$ cat src/hw/rtl/pipv_pkg.sv
// Shared types, constants and sizes for the pulsed IR frame peak/valley detector.
// Used by every module of the block; depends on nothing.
package pipv_pkg;

    localparam int MAX_FRAME_SAMPLES = 4096;
    localparam int CNT_W             = $clog2(MAX_FRAME_SAMPLES + 1);
    localparam int POS_W             = $clog2(MAX_FRAME_SAMPLES);

    localparam int SAMPLE_W  = 16;
    localparam int CFG_W     = 20;
    localparam int CFG_IDX_W = 3;

    // Rate times on-time, and frame positions scaled by 10^6, for the on-window checks.
    localparam int PROD_W    = 2 * CFG_W;
    // Amplitude times gain, and that product times the reciprocal of 1000.
    localparam int GPROD_W   = 2 * SAMPLE_W;
    localparam int RECIP_W   = 29;
    localparam int RECIP_SH  = 38;
    localparam int COMP_W    = GPROD_W + RECIP_W;
    // ceil(2^38 / 1000); the shifted product is the exact quotient for any 32-bit operand.
    localparam logic [RECIP_W-1:0] MILLI_RECIP = RECIP_W'(274877907);

    localparam int DIV_NUM_W = 40;
    localparam int DIV_DEN_W = 20;
    localparam int DIV_CNT_W = $clog2(DIV_NUM_W);

    localparam logic [DIV_DEN_W-1:0] US_PER_S = DIV_DEN_W'(1000000);
    localparam logic [DIV_DEN_W-1:0] MILLI    = DIV_DEN_W'(1000);

    localparam int FIFO_DEPTH = 2;
    localparam int FIFO_PTR_W = (FIFO_DEPTH > 1) ? $clog2(FIFO_DEPTH) : 1;
    localparam int FIFO_CNT_W = $clog2(FIFO_DEPTH + 1);

    typedef enum logic [2:0] {
        ST_OK           = 3'd0,
        ST_BAD_PARAM    = 3'd1,
        ST_SATURATED    = 3'd2,
        ST_OUT_OF_PHASE = 3'd3,
        ST_BAD_CAL      = 3'd4
    } t_status;

    typedef enum logic [CFG_IDX_W-1:0] {
        CFG_RATE    = 3'd0,
        CFG_ON_TIME = 3'd1,
        CFG_PERIOD  = 3'd2,
        CFG_SAT_LIM = 3'd3,
        CFG_GAIN    = 3'd4,
        CFG_REF     = 3'd5
    } t_cfg_idx;

    typedef struct packed {
        logic [CFG_W-1:0]    rate;
        logic [CFG_W-1:0]    on_time;
        logic [CFG_W-1:0]    period;
        logic [SAMPLE_W-1:0] sat_lim;
        logic [SAMPLE_W-1:0] gain;
        logic [SAMPLE_W-1:0] ref_level;
    } t_cfg;

    // Summary of one finished frame, handed from the front to the back.
    typedef struct packed {
        logic [SAMPLE_W-1:0] peak;
        logic [SAMPLE_W-1:0] valley;
        logic [POS_W-1:0]    pos;
        logic [CNT_W-1:0]    len;
        logic                ovf;
    } t_frame;

    // Result item; status sits in the lowest bits.
    typedef struct packed {
        logic [SAMPLE_W-1:0] ratio;
        logic [SAMPLE_W-1:0] comp;
        logic [SAMPLE_W-1:0] amp;
        logic [SAMPLE_W-1:0] valley;
        logic [SAMPLE_W-1:0] peak;
        t_status             status;
    } t_result;

endpackage

$ cat src/hw/rtl/pipv_front.sv
// Front end: accepts samples and tracks peak, first peak index, valley and length.
// Pushes a frame summary into the queue on the last sample. Depends on pipv_pkg.
module pipv_front (
    input  logic                          i_clk,
    input  logic                          i_rst_n,
    input  logic                          i_valid,
    input  logic [pipv_pkg::SAMPLE_W-1:0] i_sample,
    input  logic                          i_last,
    input  logic                          i_full,
    output logic                          o_ready,
    output logic                          o_push,
    output pipv_pkg::t_frame              o_frame
);

    logic [pipv_pkg::SAMPLE_W-1:0] r_peak,   n_peak;
    logic [pipv_pkg::SAMPLE_W-1:0] r_valley, n_valley;
    logic [pipv_pkg::POS_W-1:0]    r_pos,    n_pos;
    logic [pipv_pkg::CNT_W-1:0]    r_cnt,    n_cnt;
    logic                          r_ovf,    n_ovf;
    logic                          accept;

    assign o_ready = !i_full;
    assign accept  = i_valid && !i_full;

    always_comb begin
        n_peak   = r_peak;
        n_valley = r_valley;
        n_pos    = r_pos;
        n_cnt    = r_cnt;
        n_ovf    = r_ovf;
        if (r_cnt >= pipv_pkg::CNT_W'(pipv_pkg::MAX_FRAME_SAMPLES)) begin
            n_ovf = 1'b1;
        end else begin
            if (r_cnt == '0) begin
                n_peak   = i_sample;
                n_valley = i_sample;
                n_pos    = '0;
            end else begin
                if (i_sample > r_peak) begin
                    n_peak = i_sample;
                    n_pos  = r_cnt[pipv_pkg::POS_W-1:0];
                end
                if (i_sample < r_valley) begin
                    n_valley = i_sample;
                end
            end
            n_cnt = r_cnt + 1'b1;
        end
    end

    assign o_push         = accept && i_last;
    assign o_frame.peak   = n_peak;
    assign o_frame.valley = n_valley;
    assign o_frame.pos    = n_pos;
    assign o_frame.len    = n_cnt;
    assign o_frame.ovf    = n_ovf;

    always_ff @(posedge i_clk) begin
        if (!i_rst_n) begin
            r_cnt <= '0;
            r_ovf <= 1'b0;
        end else if (accept) begin
            if (i_last) begin
                r_cnt <= '0;
                r_ovf <= 1'b0;
            end else begin
                r_cnt <= n_cnt;
                r_ovf <= n_ovf;
            end
        end
    end

    always_ff @(posedge i_clk) begin
        if (accept) begin
            r_peak   <= n_peak;
            r_valley <= n_valley;
            r_pos    <= n_pos;
        end
    end

endmodule

$ cat src/hw/rtl/pipv_fifo.sv
// Short queue of frame summaries between the front end and the back end.
// Depends on pipv_pkg for its depth and entry type.
module pipv_fifo (
    input  logic             i_clk,
    input  logic             i_rst_n,
    input  logic             i_push,
    input  pipv_pkg::t_frame i_data,
    input  logic             i_pop,
    output pipv_pkg::t_frame o_data,
    output logic             o_full,
    output logic             o_empty
);

    pipv_pkg::t_frame                r_mem [pipv_pkg::FIFO_DEPTH];
    logic [pipv_pkg::FIFO_PTR_W-1:0] r_wptr;
    logic [pipv_pkg::FIFO_PTR_W-1:0] r_rptr;
    logic [pipv_pkg::FIFO_CNT_W-1:0] r_cnt;
    logic                            do_push;
    logic                            do_pop;

    assign o_full  = (r_cnt == pipv_pkg::FIFO_CNT_W'(pipv_pkg::FIFO_DEPTH));
    assign o_empty = (r_cnt == '0);
    assign do_push = i_push && !o_full;
    assign do_pop  = i_pop && !o_empty;
    assign o_data  = r_mem[r_rptr];

    always_ff @(posedge i_clk) begin
        if (!i_rst_n) begin
            r_wptr <= '0;
            r_rptr <= '0;
            r_cnt  <= '0;
        end else begin
            if (do_push) begin
                r_wptr <= (r_wptr == pipv_pkg::FIFO_PTR_W'(pipv_pkg::FIFO_DEPTH - 1))
                          ? '0 : r_wptr + 1'b1;
            end
            if (do_pop) begin
                r_rptr <= (r_rptr == pipv_pkg::FIFO_PTR_W'(pipv_pkg::FIFO_DEPTH - 1))
                          ? '0 : r_rptr + 1'b1;
            end
            if (do_push && !do_pop) begin
                r_cnt <= r_cnt + 1'b1;
            end else if (do_pop && !do_push) begin
                r_cnt <= r_cnt - 1'b1;
            end
        end
    end

    always_ff @(posedge i_clk) begin
        if (do_push) begin
            r_mem[r_wptr] <= i_data;
        end
    end

endmodule

$ cat src/hw/rtl/pipv_div.sv
// Restoring divider, one quotient bit per cycle, used by the back end.
// Depends on pipv_pkg for its operand widths.
module pipv_div (
    input  logic                           i_clk,
    input  logic                           i_rst_n,
    input  logic                           i_start,
    input  logic [pipv_pkg::DIV_NUM_W-1:0] i_num,
    input  logic [pipv_pkg::DIV_DEN_W-1:0] i_den,
    output logic                           o_done,
    output logic [pipv_pkg::DIV_NUM_W-1:0] o_quo
);

    logic [pipv_pkg::DIV_NUM_W-1:0] r_num;
    logic [pipv_pkg::DIV_DEN_W-1:0] r_rem;
    logic [pipv_pkg::DIV_DEN_W-1:0] r_den;
    logic [pipv_pkg::DIV_CNT_W-1:0] r_cnt;
    logic                           r_busy;
    logic                           r_done;
    logic [pipv_pkg::DIV_DEN_W:0]   trial;
    logic [pipv_pkg::DIV_DEN_W:0]   diff;
    logic                           ge;

    assign trial  = {r_rem, r_num[pipv_pkg::DIV_NUM_W-1]};
    assign ge     = (trial >= {1'b0, r_den});
    assign diff   = trial - {1'b0, r_den};
    assign o_done = r_done;
    assign o_quo  = r_num;

    always_ff @(posedge i_clk) begin
        if (!i_rst_n) begin
            r_busy <= 1'b0;
            r_done <= 1'b0;
            r_cnt  <= '0;
        end else begin
            r_done <= 1'b0;
            if (i_start) begin
                r_busy <= 1'b1;
                r_cnt  <= '0;
            end else if (r_busy) begin
                r_cnt <= r_cnt + 1'b1;
                if (r_cnt == pipv_pkg::DIV_CNT_W'(pipv_pkg::DIV_NUM_W - 1)) begin
                    r_busy <= 1'b0;
                    r_done <= 1'b1;
                end
            end
        end
    end

    always_ff @(posedge i_clk) begin
        if (i_start) begin
            r_num <= i_num;
            r_den <= i_den;
            r_rem <= '0;
        end else if (r_busy) begin
            r_num <= {r_num[pipv_pkg::DIV_NUM_W-2:0], ge};
            r_rem <= ge ? diff[pipv_pkg::DIV_DEN_W-1:0] : trial[pipv_pkg::DIV_DEN_W-1:0];
        end
    end

endmodule

$ cat src/hw/rtl/pipv_back.sv
// Back end: per frame summary, checks the on-window with constant products; for a good frame,
// compensates the amplitude by a reciprocal multiply and forms the ratio with the divider, and
// holds the result. Depends on pipv_pkg, pipv_div.
module pipv_back (
    input  logic             i_clk,
    input  logic             i_rst_n,
    input  pipv_pkg::t_cfg   i_cfg,
    input  pipv_pkg::t_frame i_frame,
    input  logic             i_empty,
    output logic             o_pop,
    input  logic             i_ready,
    output logic             o_valid,
    output pipv_pkg::t_result o_result
);

    typedef enum logic [6:0] {
        S_IDLE  = 7'b0000001,
        S_ON    = 7'b0000010,
        S_CHECK = 7'b0000100,
        S_COMP  = 7'b0001000,
        S_DIV   = 7'b0010000,
        S_RATIO = 7'b0100000,
        S_OUT   = 7'b1000000
    } t_state;

    t_state                         r_state, n_state;
    pipv_pkg::t_frame               r_frame;
    logic [pipv_pkg::PROD_W-1:0]    r_on_prod;
    logic [pipv_pkg::PROD_W-1:0]    r_len_lim;
    logic [pipv_pkg::PROD_W-1:0]    r_pos_lim;
    logic [pipv_pkg::GPROD_W-1:0]   r_gprod;
    pipv_pkg::t_status              r_status, n_status;
    logic [pipv_pkg::SAMPLE_W-1:0]  r_comp;
    logic [pipv_pkg::SAMPLE_W-1:0]  r_ratio;
    logic                           r_valid;
    pipv_pkg::t_result              r_result;

    logic                           div_start;
    logic [pipv_pkg::DIV_NUM_W-1:0] div_num;
    logic [pipv_pkg::DIV_DEN_W-1:0] div_den;
    logic                           div_done;
    logic [pipv_pkg::DIV_NUM_W-1:0] div_quo;
    logic [pipv_pkg::SAMPLE_W-1:0]  quo_sat;
    logic [pipv_pkg::COMP_W-1:0]    comp_full;
    logic [pipv_pkg::SAMPLE_W-1:0]  comp_sat;
    logic [pipv_pkg::SAMPLE_W-1:0]  amp;
    logic                           out_free;
    logic                           bad_param;

    pipv_div u_div (
        .i_clk   (i_clk),
        .i_rst_n (i_rst_n),
        .i_start (div_start),
        .i_num   (div_num),
        .i_den   (div_den),
        .o_done  (div_done),
        .o_quo   (div_quo)
    );

    // The divider only forms the ratio to the reference level.
    assign div_start = (r_state == S_DIV);
    assign div_num   = pipv_pkg::DIV_NUM_W'(r_comp) * pipv_pkg::DIV_NUM_W'(pipv_pkg::MILLI);
    assign div_den   = pipv_pkg::DIV_DEN_W'(i_cfg.ref_level);

    assign quo_sat  = (div_quo > pipv_pkg::DIV_NUM_W'(16'hFFFF))
                      ? '1 : div_quo[pipv_pkg::SAMPLE_W-1:0];

    // Division by 1000 as a multiply by the scaled reciprocal and a shift, then saturation.
    assign comp_full = pipv_pkg::COMP_W'(r_gprod) * pipv_pkg::COMP_W'(pipv_pkg::MILLI_RECIP);
    assign comp_sat  = (|comp_full[pipv_pkg::COMP_W-1:pipv_pkg::RECIP_SH+pipv_pkg::SAMPLE_W])
                       ? '1
                       : comp_full[pipv_pkg::RECIP_SH+pipv_pkg::SAMPLE_W-1:pipv_pkg::RECIP_SH];

    assign amp      = r_frame.peak - r_frame.valley;
    assign out_free = !r_valid || i_ready;
    assign o_pop    = (r_state == S_IDLE) && !i_empty;
    assign o_valid  = r_valid;
    assign o_result = r_result;

    // The checks run in the order of precedence of the status codes. The on-window is the
    // product of rate and on-time over 10^6: it is empty when the product is below 10^6,
    // it reaches the frame length when the product reaches length * 10^6, and the first peak
    // lies outside it when the product is below (index + 1) * 10^6.
    always_comb begin
        bad_param = r_frame.ovf
                 || (i_cfg.rate == '0)
                 || (i_cfg.on_time == '0)
                 || (i_cfg.on_time >= i_cfg.period)
                 || (r_on_prod < pipv_pkg::PROD_W'(pipv_pkg::US_PER_S))
                 || (r_on_prod >= r_len_lim);
        if (bad_param) begin
            n_status = pipv_pkg::ST_BAD_PARAM;
        end else if ((i_cfg.sat_lim != '0) && (r_frame.peak >= i_cfg.sat_lim)) begin
            n_status = pipv_pkg::ST_SATURATED;
        end else if (r_on_prod < r_pos_lim) begin
            n_status = pipv_pkg::ST_OUT_OF_PHASE;
        end else if ((i_cfg.gain == '0) || (i_cfg.ref_level == '0)) begin
            n_status = pipv_pkg::ST_BAD_CAL;
        end else begin
            n_status = pipv_pkg::ST_OK;
        end
    end

    always_comb begin
        n_state = r_state;
        unique case (r_state)
            S_IDLE: begin
                if (!i_empty) begin
                    n_state = S_ON;
                end
            end
            S_ON: begin
                n_state = S_CHECK;
            end
            S_CHECK: begin
                if (n_status == pipv_pkg::ST_OK) begin
                    n_state = S_COMP;
                end else begin
                    n_state = S_OUT;
                end
            end
            S_COMP: begin
                n_state = S_DIV;
            end
            S_DIV: begin
                n_state = S_RATIO;
            end
            S_RATIO: begin
                if (div_done) begin
                    n_state = S_OUT;
                end
            end
            S_OUT: begin
                if (out_free) begin
                    n_state = S_IDLE;
                end
            end
            default: n_state = S_IDLE;
        endcase
    end

    always_ff @(posedge i_clk) begin
        if (!i_rst_n) begin
            r_state <= S_IDLE;
            r_valid <= 1'b0;
        end else begin
            r_state <= n_state;
            if ((r_state == S_OUT) && out_free) begin
                r_valid <= 1'b1;
            end else if (i_ready) begin
                r_valid <= 1'b0;
            end
        end
    end

    always_ff @(posedge i_clk) begin
        if (o_pop) begin
            r_frame <= i_frame;
        end
        if (r_state == S_ON) begin
            r_on_prod <= pipv_pkg::PROD_W'(i_cfg.rate) * pipv_pkg::PROD_W'(i_cfg.on_time);
            r_len_lim <= pipv_pkg::PROD_W'(r_frame.len)
                       * pipv_pkg::PROD_W'(pipv_pkg::US_PER_S);
            r_pos_lim <= (pipv_pkg::PROD_W'(r_frame.pos) + pipv_pkg::PROD_W'(1))
                       * pipv_pkg::PROD_W'(pipv_pkg::US_PER_S);
        end
        if (r_state == S_CHECK) begin
            r_status <= n_status;
            r_comp   <= '0;
            r_ratio  <= '0;
            r_gprod  <= pipv_pkg::GPROD_W'(amp) * pipv_pkg::GPROD_W'(i_cfg.gain);
        end
        if (r_state == S_COMP) begin
            r_comp <= comp_sat;
        end
        if ((r_state == S_RATIO) && div_done) begin
            r_ratio <= quo_sat;
        end
        if ((r_state == S_OUT) && out_free) begin
            r_result.status <= r_status;
            r_result.comp   <= r_comp;
            r_result.ratio  <= r_ratio;
            if ((r_status == pipv_pkg::ST_OK) || (r_status == pipv_pkg::ST_BAD_CAL)) begin
                r_result.peak   <= r_frame.peak;
                r_result.valley <= r_frame.valley;
                r_result.amp    <= amp;
            end else begin
                r_result.peak   <= '0;
                r_result.valley <= '0;
                r_result.amp    <= '0;
            end
        end
    end

endmodule

$ cat src/hw/rtl/pulsed_ir_frame_peak_valley.sv
// Top level of the pulsed IR frame peak/valley detector: configuration registers,
// front end, frame queue and back end. Depends on pipv_pkg, pipv_front, pipv_fifo, pipv_back.
//
//   Channel   Direction  Handshake                      Payload
//   s_axis    in         s_axis_tvalid/s_axis_tready    tdata = sample, tlast = last_sample
//   m_axis    out        m_axis_tvalid/m_axis_tready    tdata = status .. ratio_x1000
//   cfg       in         i_cfg_we (no wait)             i_cfg_addr, i_cfg_wdata
//
// The front end takes one sample per cycle while the queue has room; its compare and count
// are combinational. Each finished frame then passes the back end states idle, on, check and
// out when it ends in an error status, and also comp, div and ratio when it is good, the ratio
// state waiting on the bit-serial divider. The on-window checks compare products against
// constant multiples of 10^6 and the gain compensation is a reciprocal multiply, so only the
// ratio needs the divider. A two-entry queue of frame summaries lets the front end keep taking
// samples while the back end works; the front end stalls only when both entries are taken.
// Reset is synchronous, active low, and needs no clearing pass. A result waits in the output
// register while the back end starts on the next frame; the back end stalls only when it has a
// second result ready and the first has not been taken.
module pulsed_ir_frame_peak_valley (
    input  logic                           i_clk,
    input  logic                           i_rst_n,
    // Sample stream.
    input  logic                           s_axis_tvalid,
    output logic                           s_axis_tready,
    input  logic [15:0]                    s_axis_tdata,  // [15:0] sample
    input  logic                           s_axis_tlast,
    // Result stream.
    output logic                           m_axis_tvalid,
    input  logic                           m_axis_tready,
    output logic [87:0]                    m_axis_tdata,  // [2:0] status, [18:3] peak,
                                                          // [34:19] valley, [50:35] amplitude,
                                                          // [66:51] compensated,
                                                          // [82:67] ratio_x1000, rest zero
    // Configuration write port.
    input  logic                           i_cfg_we,
    input  logic [pipv_pkg::CFG_IDX_W-1:0] i_cfg_addr,
    input  logic [pipv_pkg::CFG_W-1:0]     i_cfg_wdata
);

    pipv_pkg::t_cfg    r_cfg;
    pipv_pkg::t_frame  front_frame;
    pipv_pkg::t_frame  fifo_frame;
    pipv_pkg::t_result result;
    logic              push;
    logic              pop;
    logic              full;
    logic              empty;

    // Configuration registers. Writes to an index beyond the list are dropped. The
    // 16-bit registers keep the low bits of the write data.
    always_ff @(posedge i_clk) begin
        if (!i_rst_n) begin
            r_cfg.rate      <= '0;
            r_cfg.on_time   <= '0;
            r_cfg.period    <= '0;
            r_cfg.sat_lim   <= '0;
            r_cfg.gain      <= pipv_pkg::SAMPLE_W'(1000);
            r_cfg.ref_level <= '0;
        end else if (i_cfg_we) begin
            unique case (i_cfg_addr)
                pipv_pkg::CFG_RATE:    r_cfg.rate      <= i_cfg_wdata;
                pipv_pkg::CFG_ON_TIME: r_cfg.on_time   <= i_cfg_wdata;
                pipv_pkg::CFG_PERIOD:  r_cfg.period    <= i_cfg_wdata;
                pipv_pkg::CFG_SAT_LIM: r_cfg.sat_lim   <= i_cfg_wdata[pipv_pkg::SAMPLE_W-1:0];
                pipv_pkg::CFG_GAIN:    r_cfg.gain      <= i_cfg_wdata[pipv_pkg::SAMPLE_W-1:0];
                pipv_pkg::CFG_REF:     r_cfg.ref_level <= i_cfg_wdata[pipv_pkg::SAMPLE_W-1:0];
                default: ;
            endcase
        end
    end

    // Front end: per-sample tracking of peak, first peak index, valley and length.
    pipv_front u_front (
        .i_clk    (i_clk),
        .i_rst_n  (i_rst_n),
        .i_valid  (s_axis_tvalid),
        .i_sample (s_axis_tdata),
        .i_last   (s_axis_tlast),
        .i_full   (full),
        .o_ready  (s_axis_tready),
        .o_push   (push),
        .o_frame  (front_frame)
    );

    // Queue of finished frame summaries.
    pipv_fifo u_fifo (
        .i_clk   (i_clk),
        .i_rst_n (i_rst_n),
        .i_push  (push),
        .i_data  (front_frame),
        .i_pop   (pop),
        .o_data  (fifo_frame),
        .o_full  (full),
        .o_empty (empty)
    );

    // Back end: status decision, gain compensation and ratio, output register.
    pipv_back u_back (
        .i_clk    (i_clk),
        .i_rst_n  (i_rst_n),
        .i_cfg    (r_cfg),
        .i_frame  (fifo_frame),
        .i_empty  (empty),
        .o_pop    (pop),
        .i_ready  (m_axis_tready),
        .o_valid  (m_axis_tvalid),
        .o_result (result)
    );

    assign m_axis_tdata = {5'b0, result};

endmodule
$ cat config.mk
export PLATFORM = sky130hd
export DESIGN_NAME = pulsed_ir_frame_peak_valley
export DESIGN_NICKNAME = d
export VERILOG_FILES = /design/src/hw/rtl/pipv_pkg.sv /design/src/hw/rtl/pipv_front.sv /design/src/hw/rtl/pipv_fifo.sv /design/src/hw/rtl/pipv_div.sv /design/src/hw/rtl/pipv_back.sv /design/src/hw/rtl/pulsed_ir_frame_peak_valley.sv
export SDC_FILE = /design/constraint.sdc
export NUM_CORES = 2
export LEC_CHECK = 0
export ABC_AREA = 1
export BUFFER_PORTS_ARGS = -buffer_cell sky130_fd_sc_hd__buf_4
export CAP_MARGIN = 10
export CORE_ASPECT_RATIO = 2
export CORE_UTILIZATION = 60
export CTS_BUF_LIST = sky130_fd_sc_hd__clkbuf_4 sky130_fd_sc_hd__clkbuf_8
export CTS_CLUSTER_DIAMETER = 50
export DETAILED_ROUTE_END_ITERATION = 6
export MAX_ROUTING_LAYER = met4
export PLACE_DENSITY = 0.91
export SYNTH_ARGS = -nofsm -noshare
export SYNTH_HDL_FRONTEND = slang
export SYNTH_SLANG_ARGS = --single-unit
$ cat constraint.sdc
create_clock -name i_clk -period 6.9 [get_ports i_clk]
set_input_delay 1.725 -clock i_clk [delete_from_list [all_inputs] [get_ports i_clk]]
set_output_delay 1.725 -clock i_clk [all_outputs]
set_load 0.02 [all_outputs]
Word level (Yosys, flattened, before mapping)
Memories as Yosys holds them, arrays and structs flattened. A register that Yosys moved wholly into a read port is not among the register bits.
Index checks and enable logic that the tools add are counted.

storage, ports and cells
  memories kept = 1
  input bits = 45
  flip-flop bits (word level) = 513
  memory bits (writable) = 116
  word-level logic and storage cells = 172
  ROM bits = 0
  latch bits = 0

memories
  name          words  bits a word  rd ports  clocked after Yosys merged registers in  write ports  line             source
  u_fifo.r_mem  2      58           1         1                                        1            pipv_fifo.sv:14  pipv_pkg::t_frame r_mem [pipv_pkg::FIFO_DEPTH];

operators by class
  multiply operators = 6
  shifts and indexed selects = 0
  $lt $le $gt $ge = 10
  multiplexer cells = 42
  bitwise operators = 2
  equality and inequality tests = 18
  reductions and logical operators = 48
  add/sub/neg operators = 9
  div/mod/pow operators = 0

operator list
  cell                    count
  $mux 16                 11
  $mul 32x29->61 const B  1
  $mux 26                 2
  $pmux 7 s7              1
  $ge 40x33->1            1
  $gt 40x16->1 const B    1
  $logic_not 20->1        2
  $lt 40x20->1 const B    1
  $lt 40x40->1            1
  $mul 20x20->40          1
  $mul 40x14->34 const B  1
  $mux 12                 3
  $logic_not 16->1        2
  $mul 16x16->32          1
  $mux 7                  4
  $mul 13x14->27 const B  1
  $mux 13                 2
  $mul 16x7->23 const B   1
  $ge 21x16->1            1
  $ge 20x20->1            1
  $mux 20                 1
  $sub 20x16->20          1
  $ge 16x16->1            1
  $gt 16x16->1            1
  40 further kinds        92

Logic depth before layout (Yosys ltp)
  word-level depth = 10
  depth in mapped cells = 38
  gate-level depth less buffers = 37

Cells and area by module
A second synthesis with hierarchy kept.

unflattened totals
  cell total of the unflattened synthesis = 8845
  area total of the unflattened synthesis = 77917.2 um2

modules (own cells, without submodules)
  module                       times used  cells an instance  area an instance (um2)
  pipv_back                    1           6842               60008.8
  pipv_div                     1           664                5168.7
  pipv_fifo                    1           218                4501.8
  pulsed_ir_frame_peak_valley  1           623                4342.9
  pipv_front                   1           498                3895.0

Worst setup path before layout
Ideal clock, no wire load.

  kind = register to register
  from = register u_back.r_frame[42] (netlist name)
  to = register u_back.r_gprod[29] in the netlist's numbering (data pin)
  arrival = 6.765 ns
  stages on the path, launching flop included = 37
  path slack = -0.127 ns
  clock period less this slack = 7.027 ns
  buffers on the path = 1
  cell sequence = edfxtp_1 -> inv_1 -> ha_1 -> inv_1 -> fa_1 -> nand3_1 -> nand2_1 -> nand2_1 -> nand2_1 -> a21oi_2 -> o21ai_1 -> nand3_1 -> nand2_1 -> nand3_1 -> nand2_1 -> nand2_1 -> nand2_1 -> inv_1 -> buf_4 -> nand2_1 -> fa_1 -> fa_1 -> inv_1 -> fa_1 -> fa_1 -> fa_1 -> inv_1 -> fa_1 -> inv_1 -> ha_1 -> a21oi_1 -> o21ai_0 -> a21oi_1 -> nand3_1 -> a31oi_1 -> o21bai_1 -> xor2_1

on the way
  word-level cells in the longest chain between the ends = 2

ends and longest elaborated chain
  what                  line              source
  $sub 16x16->16        pipv_back.sv:74   assign amp = r_frame.peak - r_frame.valley;
  $mul 16x16->32        pipv_back.sv:171  r_gprod <= pipv_pkg::GPROD_W'(amp) * pipv_pkg::GPROD_W'(i_cfg.gain);
  to (signal assigned)  pipv_back.sv:171
  to (decl)             pipv_back.sv:31   logic [pipv_pkg::GPROD_W-1:0] r_gprod;

Every way passes these cells.
A chain may end at the register's enable or synchronous reset.

Worst setup path in the final report
  from = register u_back.r_frame[42] (netlist name)
  to = register u_back.r_gprod[26] in the netlist's numbering (data pin)

on the way
  word-level cells in the longest chain between the ends = 2

ends and longest elaborated chain
  what            line
  $sub 16x16->16  pipv_back.sv:74
  $mul 16x16->32  pipv_back.sv:171

Every way passes these cells.

==> reports/results.tsv <==
metric	value	unit
status	finished, violations left	
failing checks	DRC, setup timing	
CTS sink count	682	
Area Growth Syn to Fin	14.64	%
Overflow after GRT	0	
vias in the first global route	68720	
fin crit share	1.030	
die area	0.1286	mm²
# placed instances	10650	
Clock Skew	0.05023	ns
EDFF count, synth	503	
synth cell count leaders	2082 x inv_1, 1596 x nand2_1, 1031 x ha_1	
Avg Cell Area, Syn	8.852	µm²
Post-synth ARST share	0	
Max Root-Sink Buffers	3	
worst path required time	7.47	ns
post-DR vias/cell	5.748	
post-layout util	0.6940	
Max Slew Vio Count	0	
HPWL Detailed	194500	µm
Slew headroom	0.1499	
post-route cell area	0.08740	mm²
RSZ-0062 raised after global routing	true	
top-count cell post-synth	inv_1	
ys flop type	edfxtp_1	
first-pass GRT wire length	372700	µm
Total Wirelength	248100	µm
critical path's largest stage delay	0.59	ns
Die Wd	254.0	µm
Seq/Total Area, Yosys	0.2451	
crit-path leading delay family	adder cells	
NumNets Final	11190	
Setup Crit Path Kind	flop to flop	
CP max stage cell	fa_1	
Non-Filler Instances	10940	
#FFs+latches synth	682	
Clk pin slew, worst setup/hold paths	0.08	ns
Root Driver	clkbuf_8	
Worst EP arrival	7.67	ns
critical path peak fanout	10	
IO Port Bufs	129	
largest net degree at the start of global routing	79	
YS warnings	0	
Unique masters post-synth	61	
TritonCTS clock tree	built	
Netlist Area Pre-Place	0.07623	mm²
Die Span Y	506.1	µm
final setup fails	26	
WHS	0.4190	ns
total track usage	0.4023	
Iter 0 DRT Violations	4692	
Worst Max-Slew Pin Slew	1.273	ns
layout cells sized above 1	0.1418	
placed inst area	0.08189	mm²
H-tree Lvls	3	
final hold vios	0	
Hold WC Path Type	flop to flop	
gp weighted congestion	1.129	
Initial Utilization	0.6054	
max-cap violations	0	
hold buffers post-CTS	0	
# rows	184	
DRC viols	2	
top post-synthesis cells by area	fa_1 25%, edfxtp_1 20%, ha_1 17%	
CP Buf/Inv Count	9	
min Tclk post-route	7.107	ns
top-area cell type share of the netlist area	0.2497	
CP Launch Type	flop	
placeable core area	0.1259	mm²
achievable frequency	0.1407	GHz
worst-skew pair later-pin latency	0.85	ns
Crit. End Element	flop	
cells after synthesis	8612	
TritonCTS Buffers	100	
routed vias	62900	
drt pass-1 iters	7	
antenna violations before repair	12	
Worst Slack Setup Final	-0.2068	ns
Wirelength per Cell	22.67	µm
area leader, netlist	fa_1	
I/O Pins	135	
antenna viol nets, final	0	
-- routing by layer --
metal,track usage,wire length (µm),share of wire
met1,0.3544,73680,0.30
met2,0.6911,125700,0.51
met3,0.08059,17260,0.070
met4,0.4053,31480,0.13
met5,-,0,0
-- sequential cells by signal, indices dropped and copies added, names as in the netlist, 2 cells and up --
name and count:
r_cfg 108, u_back.o_result 83, u_back.r_comp 16, u_back.r_frame 58, u_back.r_gprod 32, u_back.r_len_lim 27
u_back.r_on_prod 40, u_back.r_pos_lim 29, u_back.r_ratio 16, u_back.r_state 7, u_back.r_status 3, u_back.u_div.o_quo 40
u_back.u_div.r_cnt 6, u_back.u_div.r_den 16, u_back.u_div.r_rem 20, u_fifo.r_cnt 2, u_fifo.r_mem 116, u_front.r_cnt 13
u_front.r_peak 16, u_front.r_pos 12, u_front.r_valley 16
-- per-stage QoR --
stage	setup WS [ns]	setup TNS (ns)
floorplan	0.02644	0
global placement	-0.4325	-7.061
detailed placement	-0.5702	-9.743
CTS	-0.06459	-0.1022
global route	-0.4434	-9.351
finish	-0.2068	-3.209
-- cells in the final DEF, fill, tap and decap left out, types with 27 or more instances in the layout --
cell	synthesis	layout
edfxtp_1	503	503
a21oi_1	384	348
inv_2	18	70
ha_1	1031	956
ha_4	0	73
o21ai_0	319	303
nor2_4	2	32
nand2_1	1596	1508
fa_1	951	911
a21oi_2	2	27
buf_6	1	52
buf_4	7	585
nor4_1	37	36
nand3_1	175	150
clkbuf_8	0	103
inv_1	2082	2023
dfxtp_1	179	167
fa_2	0	40
xnor2_1	55	55
nor3_1	53	48
nand4_1	56	56
xor2_1	121	118
nor2_1	581	535
nand2_2	6	67
nand3_2	11	32
-- worst paths after layout --
path | start | depth (start not counted) | slack, ns | end
max | u_back.r_frame[42] | 33 | -0.21 | u_back.r_gprod[26]
min | u_back.r_ratio[9] | 0 | 0.42 | u_back.o_result[76]
max reg2reg | u_back.r_frame[42] | 33 | -0.21 | u_back.r_gprod[26]
min reg2reg | u_back.r_ratio[9] | 0 | 0.42 | u_back.o_result[76]
-- what timing repair did --
item	4_1_cts	5_1_grt
buffers inserted	40	54
gates resized for setup	217	344
setup endpoints to repair	35	51
pin swaps	99	157
cloned	1	1
hold endpoints to repair	0	0
-- cell type report --
| class | count | area [µm²] |
|---|---|---|
| Antenna cell | 17 | 42.54 |
| Clock buffer | 125 | 1583 |
| Clock inverter | 62 | 693.2 |
| Fill cell | 9358 | 38540 |
| Inverter | 2108 | 7928 |
| Multi-Input combinational cell | 5623 | 51070 |
| Sequential cell | 682 | 18700 |
| Tap cell | 1674 | 2095 |
| Timing Repair Buffer | 652 | 5278 |
-- kinds of logic (layout without fill, tap and decap cells) --
| group | after synthesis | after routing | share of synthesized area |
|---|---|---|---|
| AO/OA/AOI/OAI | 879 | 879 | 0.06294 |
| XOR/XNOR | 177 | 177 | 0.02043 |
| adder cells (fa/ha/maj) | 1982 | 1982 | 0.4190 |
| buffers and inverters | 2312 | 2947 | 0.1146 |
| flip-flops | 682 | 682 | 0.2451 |
| other | 1 | 22 | 0.00004919 |
| AND/OR/NAND/NOR | 2579 | 2580 | 0.1379 |
Power is left out: the tool's default activity adds up to more than one toggle a clock period on the data nets, which glitch-free logic cannot reach.
